**src/rtl/core/rgcu_pkg.sv**
```systemverilog
`timescale 1ns / 1ps
// Package for the glyph color usage scanner: word types, command and register
// codes, reset values and the structs passed between the core modules.
// No dependencies.
package rgcu_pkg;

    // Command codes carried in the cmd field of an input word
    localparam logic [1:0] CMD_STREAM = 2'd0;
    localparam logic [1:0] CMD_QUERY  = 2'd1;
    localparam logic [1:0] CMD_CLEAR  = 2'd2;

    // Register indexes (byte address is 4 * index)
    localparam logic REG_CELL_WIDTH  = 1'b0;
    localparam logic REG_CELL_HEIGHT = 1'b1;

    // Register sizes and reset values
    localparam int CELL_DIM_W      = 10;
    localparam int BUDGET_W        = 2 * CELL_DIM_W;
    localparam logic [CELL_DIM_W-1:0] CELL_DIM_RESET = 10'd8;

    // PackBits code that does nothing
    localparam logic [7:0] CODE_NOOP = 8'h80;

    // Glyph count default and the color map organization
    localparam int GLYPH_COUNT_DEF = 256;
    localparam int NUM_COLORS      = 256;
    localparam int GROUP_SIZE      = 8;
    localparam int NUM_GROUPS      = NUM_COLORS / GROUP_SIZE;

    // Input word
    typedef struct packed {
        logic [1:0] cmd;
        logic [7:0] data_byte;
    } item_t;

    // Result word
    typedef struct packed {
        logic [7:0] remap_index;
        logic       color_used;
        logic [8:0] active_colors;
        logic       glyphs_done;
        logic [8:0] glyph_number;
    } result_t;

    // Color mark request from the parser to the color map
    typedef struct packed {
        logic       valid;
        logic [7:0] color;
    } mark_t;

    // Glyph progress from the parser
    typedef struct packed {
        logic       glyphs_done;
        logic [8:0] glyph_number;
    } glyph_status_t;

    // Color map lookup for the word registered at acceptance
    typedef struct packed {
        logic       valid;
        logic [7:0] remap_index;
        logic       color_used;
        logic [8:0] active_colors;
    } lookup_t;

endpackage

```
**src/rtl/core/rgcu_cfg.sv**
```systemverilog
`timescale 1ns / 1ps
// APB register file: cell width and height, plus the registered pixel budget
// (width * height) used at each glyph start. Depends on rgcu_pkg.
module rgcu_cfg (
    input  logic                                 clk,
    input  logic                                 rst_n,
    input  logic                                 psel,
    input  logic                                 penable,
    input  logic                                 pwrite,
    input  logic [2:0]                           paddr,
    input  logic [31:0]                          pwdata,
    output logic [31:0]                          prdata,
    output logic                                 pready,
    output logic [rgcu_pkg::BUDGET_W-1:0]        budget
);
    import rgcu_pkg::*;

    localparam logic [BUDGET_W-1:0] BUDGET_RESET = BUDGET_W'(CELL_DIM_RESET * CELL_DIM_RESET);

    logic [CELL_DIM_W-1:0] width_reg;
    logic [CELL_DIM_W-1:0] height_reg;
    logic [BUDGET_W-1:0]   budget_reg;
    logic [BUDGET_W-1:0]   budget_next;
    logic                  wr_en;
    logic                  reg_sel;

    assign pready  = 1'b1;
    assign wr_en   = psel && penable && pwrite;
    assign reg_sel = paddr[2];

    // Register writes
    always_ff @(posedge clk or negedge rst_n)
    begin
        if (!rst_n)
        begin
            width_reg  <= CELL_DIM_RESET;
            height_reg <= CELL_DIM_RESET;
        end
        else if (wr_en)
        begin
            if (reg_sel == REG_CELL_WIDTH)
                width_reg <= pwdata[CELL_DIM_W-1:0];
            else
                height_reg <= pwdata[CELL_DIM_W-1:0];
        end
    end

    // Read mux
    always_comb
    begin
        if (reg_sel == REG_CELL_WIDTH)
            prdata = {{(32-CELL_DIM_W){1'b0}}, width_reg};
        else
            prdata = {{(32-CELL_DIM_W){1'b0}}, height_reg};
    end

    // Budget product from the written value, updated at the same edge as the sizes
    always_comb
    begin
        budget_next = budget_reg;
        if (wr_en)
        begin
            if (reg_sel == REG_CELL_WIDTH)
                budget_next = BUDGET_W'(pwdata[CELL_DIM_W-1:0]) * BUDGET_W'(height_reg);
            else
                budget_next = BUDGET_W'(width_reg) * BUDGET_W'(pwdata[CELL_DIM_W-1:0]);
        end
    end

    always_ff @(posedge clk or negedge rst_n)
    begin
        if (!rst_n)
            budget_reg <= BUDGET_RESET;
        else
            budget_reg <= budget_next;
    end

    assign budget = budget_reg;

endmodule

```
**src/rtl/core/rgcu_parse.sv**
```systemverilog
`timescale 1ns / 1ps
// PackBits stream parser: tracks the glyph budget, run phase and glyph count,
// and asks the color map to mark each color byte. Depends on rgcu_pkg.
module rgcu_parse #(
    parameter int GLYPH_COUNT = rgcu_pkg::GLYPH_COUNT_DEF
) (
    input  logic                           clk,
    input  logic                           rst_n,
    input  logic                           accept,
    input  rgcu_pkg::item_t                item,
    input  logic [rgcu_pkg::BUDGET_W-1:0]  budget,
    output rgcu_pkg::mark_t                mark,
    output rgcu_pkg::glyph_status_t        status
);
    import rgcu_pkg::*;

    localparam logic [8:0] GLYPH_LIMIT = 9'(GLYPH_COUNT);

    // Parse phases
    localparam logic [1:0] PH_START = 2'd0;
    localparam logic [1:0] PH_CODE  = 2'd1;
    localparam logic [1:0] PH_LIT   = 2'd2;
    localparam logic [1:0] PH_REP   = 2'd3;

    logic [1:0]          phase_reg,   phase_next;
    logic [BUDGET_W-1:0] pixels_reg,  pixels_next;
    logic [7:0]          lit_reg,     lit_next;
    logic [8:0]          glyph_reg,   glyph_next;

    logic                all_done;
    logic                stream_en;
    logic                clear_en;
    logic [7:0]          b;
    logic [BUDGET_W-1:0] base;
    logic [7:0]          run_len;
    logic [BUDGET_W-1:0] spent;
    logic [7:0]          lit_dec;

    assign all_done  = (glyph_reg >= GLYPH_LIMIT);
    assign stream_en = accept && (item.cmd == CMD_STREAM) && !all_done;
    assign clear_en  = accept && (item.cmd == CMD_CLEAR);
    assign b         = item.data_byte;

    // Budget at hand: reloaded at a glyph start
    assign base    = (phase_reg == PH_START) ? budget : pixels_reg;
    // Pixels taken by a code: b+1 for literals, 257-b for a repeat
    assign run_len = b[7] ? 8'(9'd257 - {1'b0, b}) : 8'({1'b0, b[6:0]} + 8'd1);
    assign spent   = (base > {{(BUDGET_W-8){1'b0}}, run_len})
                   ? (base - {{(BUDGET_W-8){1'b0}}, run_len}) : '0;
    assign lit_dec = lit_reg - 8'd1;

    // Next-state logic
    always_comb
    begin
        phase_next  = phase_reg;
        pixels_next = pixels_reg;
        lit_next    = lit_reg;
        glyph_next  = glyph_reg;
        mark.valid  = 1'b0;
        mark.color  = b;
        if (clear_en)
        begin
            phase_next  = PH_START;
            pixels_next = '0;
            lit_next    = '0;
            glyph_next  = '0;
        end
        else if (stream_en)
        begin
            case (phase_reg)
                PH_START, PH_CODE:
                begin
                    if (!b[7])
                    begin
                        pixels_next = spent;
                        lit_next    = run_len;
                        phase_next  = PH_LIT;
                    end
                    else if (b == CODE_NOOP)
                    begin
                        // no-op code still ends the glyph once the budget is gone
                        pixels_next = base;
                        if (base == '0)
                        begin
                            glyph_next = glyph_reg + 9'd1;
                            phase_next = PH_START;
                        end
                        else
                            phase_next = PH_CODE;
                    end
                    else
                    begin
                        pixels_next = spent;
                        phase_next  = PH_REP;
                    end
                end
                PH_LIT:
                begin
                    mark.valid = 1'b1;
                    lit_next   = lit_dec;
                    if (lit_dec == 8'd0)
                    begin
                        if (pixels_reg == '0)
                        begin
                            glyph_next = glyph_reg + 9'd1;
                            phase_next = PH_START;
                        end
                        else
                            phase_next = PH_CODE;
                    end
                end
                default:
                begin
                    // repeat byte
                    mark.valid = 1'b1;
                    if (pixels_reg == '0)
                    begin
                        glyph_next = glyph_reg + 9'd1;
                        phase_next = PH_START;
                    end
                    else
                        phase_next = PH_CODE;
                end
            endcase
        end
    end

    always_ff @(posedge clk or negedge rst_n)
    begin
        if (!rst_n)
        begin
            phase_reg  <= PH_START;
            pixels_reg <= '0;
            lit_reg    <= '0;
            glyph_reg  <= '0;
        end
        else
        begin
            phase_reg  <= phase_next;
            pixels_reg <= pixels_next;
            lit_reg    <= lit_next;
            glyph_reg  <= glyph_next;
        end
    end

    assign status.glyphs_done  = all_done;
    assign status.glyph_number = glyph_reg;

endmodule

```
**src/rtl/core/rgcu_cmap.sv**
```systemverilog
`timescale 1ns / 1ps
// Color used map with per-group running counts, so a remap index is one
// group count plus a popcount inside an 8-color group. Depends on rgcu_pkg.
module rgcu_cmap (
    input  logic                 clk,
    input  logic                 rst_n,
    input  logic                 accept,
    input  rgcu_pkg::item_t      item,
    input  rgcu_pkg::mark_t      mark,
    output rgcu_pkg::lookup_t    lookup
);
    import rgcu_pkg::*;

    logic [NUM_COLORS-1:0] map_reg;
    // cum_reg[g]: used colors 1..255 that lie in groups below g
    logic [7:0]            cum_reg [NUM_GROUPS];
    logic [7:0]            count_reg;
    logic                  q_valid_reg;
    item_t                 q_item_reg;

    logic                  clear_en;
    logic                  new_color;
    logic [4:0]            mark_grp;
    logic [4:0]            q_grp;
    logic [GROUP_SIZE-1:0] q_bits;
    logic [3:0]            q_pc;
    logic [7:0]            prefix;
    logic                  q_used;
    logic                  is_query;

    assign clear_en  = accept && (item.cmd == CMD_CLEAR);
    assign new_color = mark.valid && (mark.color != 8'd0) && !map_reg[mark.color];
    assign mark_grp  = mark.color[7:3];

    // Map bits and count
    always_ff @(posedge clk or negedge rst_n)
    begin
        if (!rst_n)
        begin
            map_reg   <= '0;
            count_reg <= '0;
        end
        else if (clear_en)
        begin
            map_reg   <= '0;
            count_reg <= '0;
        end
        else if (mark.valid)
        begin
            map_reg[mark.color] <= 1'b1;
            if (new_color)
                count_reg <= count_reg + 8'd1;
        end
    end

    // Group prefix counts: every group above a new color moves up by one
    always_ff @(posedge clk or negedge rst_n)
    begin
        if (!rst_n)
        begin
            for (int g = 0; g < NUM_GROUPS; g++)
                cum_reg[g] <= '0;
        end
        else if (clear_en)
        begin
            for (int g = 0; g < NUM_GROUPS; g++)
                cum_reg[g] <= '0;
        end
        else if (new_color)
        begin
            for (int g = 0; g < NUM_GROUPS; g++)
                if (5'(g) > mark_grp)
                    cum_reg[g] <= cum_reg[g] + 8'd1;
        end
    end

    // Word held for the lookup against the updated map
    always_ff @(posedge clk or negedge rst_n)
    begin
        if (!rst_n)
            q_valid_reg <= 1'b0;
        else
            q_valid_reg <= accept;
    end

    always_ff @(posedge clk)
    begin
        if (accept)
            q_item_reg <= item;
    end

    // Lookup: group prefix plus used colors up to the queried one in its group
    assign q_grp  = q_item_reg.data_byte[7:3];
    assign q_bits = map_reg[{q_grp, 3'b000} +: GROUP_SIZE];

    always_comb
    begin
        q_pc = '0;
        for (int j = 0; j < GROUP_SIZE; j++)
        begin
            if (q_bits[j] && (3'(j) <= q_item_reg.data_byte[2:0])
                && !((q_grp == 5'd0) && (j == 0)))
                q_pc = q_pc + 4'd1;
        end
    end

    assign prefix   = cum_reg[q_grp] + {4'b0000, q_pc};
    assign q_used   = map_reg[q_item_reg.data_byte];
    assign is_query = (q_item_reg.cmd == CMD_QUERY);

    assign lookup.valid         = q_valid_reg;
    assign lookup.remap_index   = (is_query && q_used) ? prefix : 8'd0;
    assign lookup.color_used    = is_query && q_used;
    assign lookup.active_colors = {1'b0, count_reg} + 9'd1;

endmodule

```
**src/rtl/core/rle_glyph_color_usage_scan.sv**
```systemverilog
`timescale 1ns / 1ps
// Glyph color usage scanner: parses a PackBits glyph stream one byte per word
// and answers color remap queries. Depends on rgcu_pkg and the rgcu modules.
//
// One word is accepted every clock cycle; busy is never raised. Each accepted
// word gives exactly one result, shown on result with done high for one cycle,
// after the word has passed the color map's lookup register, which sees the
// updated map, then the result register. The remap lookup is one 8-bit group
// prefix count plus a popcount of eight map bits, so nothing limits the rate
// below one word per cycle. A clear command empties the map in the cycle it
// is accepted; there is no clearing pass after reset. The receiver must take
// each result in its cycle. Size changes through the APB port take effect at
// the next glyph start, including a glyph that starts right after the write.
module rle_glyph_color_usage_scan #(
    parameter int GLYPH_COUNT = rgcu_pkg::GLYPH_COUNT_DEF
) (
    input  logic                 clk,
    input  logic                 rst_n,
    input  logic                 start,
    output logic                 busy,
    input  rgcu_pkg::item_t      item,
    output logic                 done,
    output rgcu_pkg::result_t    result,
    input  logic                 psel,
    input  logic                 penable,
    input  logic                 pwrite,
    input  logic [2:0]           paddr,
    input  logic [31:0]          pwdata,
    output logic [31:0]          prdata,
    output logic                 pready
);
    import rgcu_pkg::*;

    logic                accept;
    logic [BUDGET_W-1:0] budget;
    mark_t               mark;
    glyph_status_t       status;
    lookup_t             lookup;
    logic                done_reg;
    result_t             result_reg;
    result_t             result_next;

    assign busy   = 1'b0;
    assign accept = start && !busy;

    // Configuration registers
    rgcu_cfg u_cfg (
        .clk     (clk),
        .rst_n   (rst_n),
        .psel    (psel),
        .penable (penable),
        .pwrite  (pwrite),
        .paddr   (paddr),
        .pwdata  (pwdata),
        .prdata  (prdata),
        .pready  (pready),
        .budget  (budget)
    );

    // Stream parser
    rgcu_parse #(
        .GLYPH_COUNT (GLYPH_COUNT)
    ) u_parse (
        .clk    (clk),
        .rst_n  (rst_n),
        .accept (accept),
        .item   (item),
        .budget (budget),
        .mark   (mark),
        .status (status)
    );

    // Color map and remap lookup
    rgcu_cmap u_cmap (
        .clk    (clk),
        .rst_n  (rst_n),
        .accept (accept),
        .item   (item),
        .mark   (mark),
        .lookup (lookup)
    );

    // Result word: lookup plus glyph progress, both after the word's update
    always_comb
    begin
        result_next.remap_index   = lookup.remap_index;
        result_next.color_used    = lookup.color_used;
        result_next.active_colors = lookup.active_colors;
        result_next.glyphs_done   = status.glyphs_done;
        result_next.glyph_number  = status.glyph_number;
    end

    always_ff @(posedge clk or negedge rst_n)
    begin
        if (!rst_n)
            done_reg <= 1'b0;
        else
            done_reg <= lookup.valid;
    end

    always_ff @(posedge clk)
    begin
        if (lookup.valid)
            result_reg <= result_next;
    end

    assign done   = done_reg;
    assign result = result_reg;

endmodule

```
**config.mk**
```make
export PLATFORM = sky130hd
export DESIGN_NAME = rle_glyph_color_usage_scan
export DESIGN_NICKNAME = d
export VERILOG_FILES = /design/src/rtl/core/rgcu_pkg.sv /design/src/rtl/core/rgcu_cfg.sv /design/src/rtl/core/rgcu_parse.sv /design/src/rtl/core/rgcu_cmap.sv /design/src/rtl/core/rle_glyph_color_usage_scan.sv
export SDC_FILE = /design/constraint.sdc
export NUM_CORES = 2
export LEC_CHECK = 0
export ABC_CLOCK_PERIOD_IN_PS = 13000
export BUFFER_PORTS_ARGS = -buffer_cell sky130_fd_sc_hd__buf_2
export CORE_AREA = 2 2 421 423
export DETAILED_ROUTE_END_ITERATION = 10
export DIE_AREA = 0 0 423 425
export SYNTH_ARGS = -nofsm -noshare
export SYNTH_HDL_FRONTEND = slang
export SYNTH_SLANG_ARGS = --single-unit
```
**constraint.sdc**
```tcl
create_clock -name clk -period 13 [get_ports clk]
set_input_delay 0.65 -clock clk [delete_from_list [all_inputs] [get_ports clk]]
set_output_delay 0.65 -clock clk [all_outputs]
set_load 0.1 [all_outputs]
```
Yosys cells after proc, flatten, opt, wreduce, memory -nomap -nowiden:

Cells that the tools add are included.

* flip-flop bits (word level): 639
* input bits: 51
* output and inout port bits: 63
* logic and storage cells: 353

* add/subtract/negate cells: 47
* multipliers: 2
* magnitude comparators: 46
* equal/unequal tests: 10
* shift-type cells: 1
* multiplexer cells: 89
* bitwise logic cells: 3
* reduce and logical (&&, ||, !) cells: 105

Operator list (number)
* 256-bit two-way mux: 4
* 8-bit two-way mux: 41
* 8-bit by 1-bit adder with 8-bit output, second input constant: 33
* 256-bit OR: 1
* 256-bit by 9-bit variable part select with 8-bit output: 1
* 20-bit two-way mux: 8
* 5-bit > comparator, first input constant: 16
* 2-bit AND reduction: 37
* 2-bit nonzero test: 36
* 9-bit two-way mux: 7
* 8-bit binary-select mux with 5-bit select: 1
* 4-bit by 5-bit > comparator with 1-bit output, first input constant: 8
* 20-bit logical NOT: 2
* 10-bit by 10-bit multiplier with 20-bit output: 2
* 4-bit two-way mux: 7
* 4-bit by 1-bit adder with 4-bit output, second input constant: 6
* 20-bit by 8-bit > comparator with 1-bit output: 1
* 3-bit by 5-bit > comparator with 1-bit output, first input constant: 4
* 20-bit by 8-bit subtractor with 20-bit output: 1
* 1-bit logical AND: 18
* 8-bit by 9-bit less-than comparator with 1-bit output, second input constant: 2
* 9-bit case mux with 2 select lines: 1
* 1-bit binary-select mux with 8-bit select: 2
* 8-bit case mux with 2 select lines: 1
* other kinds (36): 63

Longest topological paths before layout:

* depth in word-level cells: 19
* mapped depth: 39
* depth with buffers taken out: 32

By module:

Synthesis repeated with hierarchy kept, for this count alone.

* cells, all modules: 4347
* area, all modules: 44311.2 um2

Modules (own cells, without submodules)
* rgcu_cmap: times used 1, cells each 2892, area each 31238.7 um2, sequential area each 13337.8 um2
* rgcu_cfg: times used 1, cells each 953, area each 8555.7 um2, sequential area each 1004.7 um2
* rgcu_parse: times used 1, cells each 471, area each 3639.7 um2, sequential area each 975.9 um2
* rle_glyph_color_usage_scan: times used 1, cells each 31, area each 877.1 um2, sequential area each 865.8 um2

Worst setup path after synthesis:

No wires, ideal clock.

* path type: flip-flop to flip-flop
* start: register u_cmap.q_item_reg (netlist bit u_cmap.q_grp[0])
* end: register result_reg (netlist bit result[27]) (data pin)
* setup time: 272 ps
* arrival: 7862 ps
* slack: 4866 ps
* cell stages (with the launch flop): 35
* cell sequence: edfxtp_1 -> buf_2 -> buf_2 -> buf_2 -> buf_2 -> buf_2 -> buf_2 -> buf_1 -> mux4_2 -> mux4_2 -> mux2_2 -> ha_1 -> xnor2_1 -> ha_1 -> inv_1 -> mux2i_1 -> ha_1 -> mux2i_1 -> inv_1 -> ha_1 -> nor2_1 -> a21oi_1 -> xnor2_1 -> mux2_2 -> ha_1 -> nand2_1 -> o21ai_0 -> ha_1 -> a21o_1 -> a21oi_1 -> nor2b_1 -> o21bai_1 -> nor3_1 -> xor2_1 -> nor2_1

* longest elaborated chain between the ends: 19

Ends and longest elaborated chain
* start, declared: RTL line rgcu_cmap.sv:19 `item_t q_item_reg;`
* start signal, assigned: RTL line rgcu_cmap.sv:89 `q_item_reg <= item;`
* 256-bit by 9-bit variable part select with 8-bit output / 5-bit logical NOT (equally long branches): RTL line rgcu_cmap.sv:94, rgcu_cmap.sv:102
* 1-bit logical AND / 1-bit logical NOT (equally long branches): RTL line rgcu_cmap.sv:101, rgcu_cmap.sv:102
* 1-bit logical AND: RTL line rgcu_cmap.sv:102 `&& !((q_grp == 5'd0) && (j == 0)))`
* 1-bit two-way mux: RTL line rgcu_cmap.sv:101 `if (q_bits[j] && (3'(j) <= q_item_reg.data_byte[2:0])`
* 1-bit by 1-bit adder with 2-bit output: RTL line rgcu_cmap.sv:103 `q_pc = q_pc + 4'd1;`
* 4-bit two-way mux: RTL line rgcu_cmap.sv:101
* 4-bit by 1-bit adder with 4-bit output: RTL line rgcu_cmap.sv:103
* 4-bit two-way mux: RTL line rgcu_cmap.sv:101
* (+3 left out)
* 4-bit two-way mux: RTL line rgcu_cmap.sv:101
* 4-bit by 1-bit adder with 4-bit output: RTL line rgcu_cmap.sv:103
* 4-bit two-way mux: RTL line rgcu_cmap.sv:101
* 4-bit by 1-bit adder with 4-bit output: RTL line rgcu_cmap.sv:103
* 4-bit two-way mux: RTL line rgcu_cmap.sv:101
* 4-bit by 1-bit adder with 4-bit output: RTL line rgcu_cmap.sv:103
* 4-bit two-way mux: RTL line rgcu_cmap.sv:101
* 8-bit by 4-bit adder with 8-bit output: RTL line rgcu_cmap.sv:107 `assign prefix = cum_reg[q_grp] + {4'b0000, q_pc};`
* end signal, assigned: RTL line rle_glyph_color_usage_scan.sv:104 `result_reg <= result_next;`
* end, declared: RTL line rle_glyph_color_usage_scan.sv:40 `result_t result_reg;`

Parallel ways exist; a longest one is shown, timed or not. The select of a mux whose other input is x is not followed.
A chain may end at the register's enable or synchronous reset.

Worst setup path in the final report:

* start: register u_cmap.q_item_reg (netlist bit u_cmap.q_grp[1])
* end: register result_reg (netlist bit result[27]) (data pin)

Same word-level chain as after synthesis.

==> metrics.yaml <==
synthesis:
  synthCells: 4177
  yosysSeqAreaShare_pct: 37.08
  synth_xor_area_share_pct: 4.908
  synth_top_family_by_area: "multiplexers"
  yosys-top-cells-area: "dfrtp_1 34%, mux4_2 16%, fa_1 5.8%"
  synth_edf_count: 38
  netlist_area_um2: 43650
  netlist.area_leader.share_pct: 34.29
  synthMuxAreaShare_pct: 18.68
  yosys.area_share.simple_pct: 15.35
  yosysWarnings: 0
  synth_seq_cells: 639
  synth_largest_area_cell: "dfrtp_1"
  syn_area_per_cell_um2: 10.45
  synth_adder_area_share_pct: 10.68
  synth_compound_area_share_pct: 8.580
  yosysUniqueCellTypes: 84
  ys.flop_type: "dfrtp_1"
  async_flop_share_pct: 94.05
cts:
  cts_resized: 0
  cts_sinks: 639
  cts_buffers: 75
  path_clk_slew_ns: 0.07
  clockBufferDepth: 3
  cts.hold.buffers_added: 0
  cts.htree.levels: 3
  cts-root-buf: "clkbuf_16"
  post_cts.repair.setup_buffers: 0
  clock_latency_ns: 0.70
  tritoncts: "built"
floorplanning:
  die_w_um: 423
  die-area_um2: 179800
  start_util_pct: 24.89
  coreArea_um2: 175300
  die_height_um: 425
  num_io_pins: 114
  rows: 154
place:
  postPlaceCellArea_um2: 46300
  port_buffers: 65
  dp_cells: 6377
  gp_congestion: 0.9019
  dp_hpwl_um: 89110
power_and_ir_drop:
  switching_share_pct: 40.59
  irDropWorstVdd_uv: 192.4
  seq_power_share_pct: 28.8
  pwr-share-comb_pct: 44.5
  clkPwrFrac_pct: 26.7
  leakagePower_nw: 21.59
  pwr_density_cell_nw_per_um2: 172.5
  power_switching_w: 0.003426
  p_int_w: 0.005014
critical_path:
  rr_worst_depth: 31
  regToRegStartpoint: "u_cmap.q_grp[1]"
  start_kind: "register"
  worst-setup-path-type: "register to register"
  slowest_stage: "buf_4"
  max_stage_delay_ns: 0.76
  end_kind: "register"
  rrSetupSlack_ns: 5.43
  crit_top_cell: "ha_1"
  cp.arrival_ns: 7.97
  worstPathRequired_ns: 13.40
  cp_max_fo: 54
  r2r-end: "result[27]"
layout:
  final_cell_mix: "597 x dfrtp_1, 574 x nor2_1, 326 x nand2_1, 318 x mux4_2, 314 x a21oi_1"
  drive_gt1_share_pct: 16.02
  design_area_um2: 48920
  fin_cells: 6518
  syn2layout_area_growth_pct: 12.09
  final_nets: 4462
  final_common_cell: "dfrtp_1"
global_routing:
  grt_pass1_wl_um: 202000
  grt_max_degree: 188
  grt_usage_pct: 14.15
  antenna_found_initial: 4
  grt.overflow.total: 0
  grt_pass1_vias: 33400
drt:
  drc: 0
  wire_per_inst_um: 19.57
  drtIter0Drc: 3258
  wl_um: 127600
  avgViaCountPerCell: 5.113
  firstDrtPassIters: 6
  num_vias: 33330
  ant_nets: 0
timing:
  clock_skew_ns: 0.05360
  fmax_mhz: 132.1
  finalSetupViolCount: 0
  rsz0062_at_grt: "false"
  hold_violations: 0
  setup_tns_ns: 0
  fin_crit_ns: 7.571
  fin_hold_ws_ns: 0.01528
  maxSlewViolCount: 0
  period_share_pct: 58.24
  worst_slew_pin_slew_ns: 1.329
  slew_headroom_pct: 11.10
outcome:
  outcome: "completed"
worst_hold_path:
  hold_class: "input pin to async pin"
run:
  maxCapViolCount: 0
[how the worst max path moves through the flow]
stage                               start    endpoint  cells after the start
after floorplan           u_cmap.q_grp[0]  result[27]                     34
after global placement    u_cmap.q_grp[1]  result[27]                     31
after detailed placement  u_cmap.q_grp[1]  result[27]                     31
after CTS                 u_cmap.q_grp[1]  result[27]                     31
after global routing      u_cmap.q_grp[1]  result[27]                     31
final                     u_cmap.q_grp[1]  result[27]                     31
[Yosys cell counts (114+ instances only)]
cell type and number:
dfrtp_1 598, nor2_1 582, nand2_1 326, mux4_2 318, a21oi_1 314, inv_1 213, clkbuf_1 199, ha_1 171
xor2_1 160, nand3_1 128, fa_1 126, and2_1 118, o21ai_0 114
[metal layers]
metal	vias to the layer above	part of all wire [%]	GRT usage (%)	routed length, µm
met5	-	0	0	0
met4	0	5.0	7.183	6414
met3	287	6.6	2.169	8394
met2	1351	47	23.01	60400
met1	17030	41	18.29	52340
li1	14660	-	-	-
[cells by family after synthesis]
family / count (synthesis)
AOI/OAI and AO/OA: 631
DFF: 639
muxes: 411
adders and majority gates: 297
buffers and inverters: 502
xor gates and xnor gates: 243
other: 2
and+or+nand+nor: 1452
[critical path, delay by kind of cell (launching register included)]
family | cells | cell delay, ns
xor+xnor | 3 | 0.59
buf+inv | 5 | 1.36
simple gates | 6 | 0.59
mux | 5 | 1.51
fa+ha+maj | 6 | 1.85
compound gates | 6 | 0.99
flops | 1 | 0.35
[layout make-up]
class,instances,area (µm²)
Timing Repair Buffer,127,828.3
Clock inverter,34,407.9
Antenna cell,2,5.005
Inverter,213,799.5
Sequential cell,639,16190
Fill cell,18280,126400
Tap cell,2340,2928
Multi-Input combinational cell,3058,25560
Clock buffer,105,2213
[through the flow]
stage,total power [W],utilization (%),setup WS [ns]
after floorplan,0.005305,-,4.866
after global placement,0.006154,26.40,5.422
after detailed placement,0.006213,26.40,5.468
after CTS,0.008521,27.90,5.422
after global routing,0.009152,27.90,4.925
final,0.008441,27.90,5.429
[power groups by stage]
stage	sequential, W	combinational (W)	clock, W
global route	0.00246	0.00431	0.00238
detailed placement	0.00246	0.00375	0
finish	0.00243	0.00376	0.00225
global placement	0.00246	0.00370	0
CTS	0.00243	0.00379	0.00230
floorplan	0.00240	0.00291	0
Power figures use the tool's default switching activity.
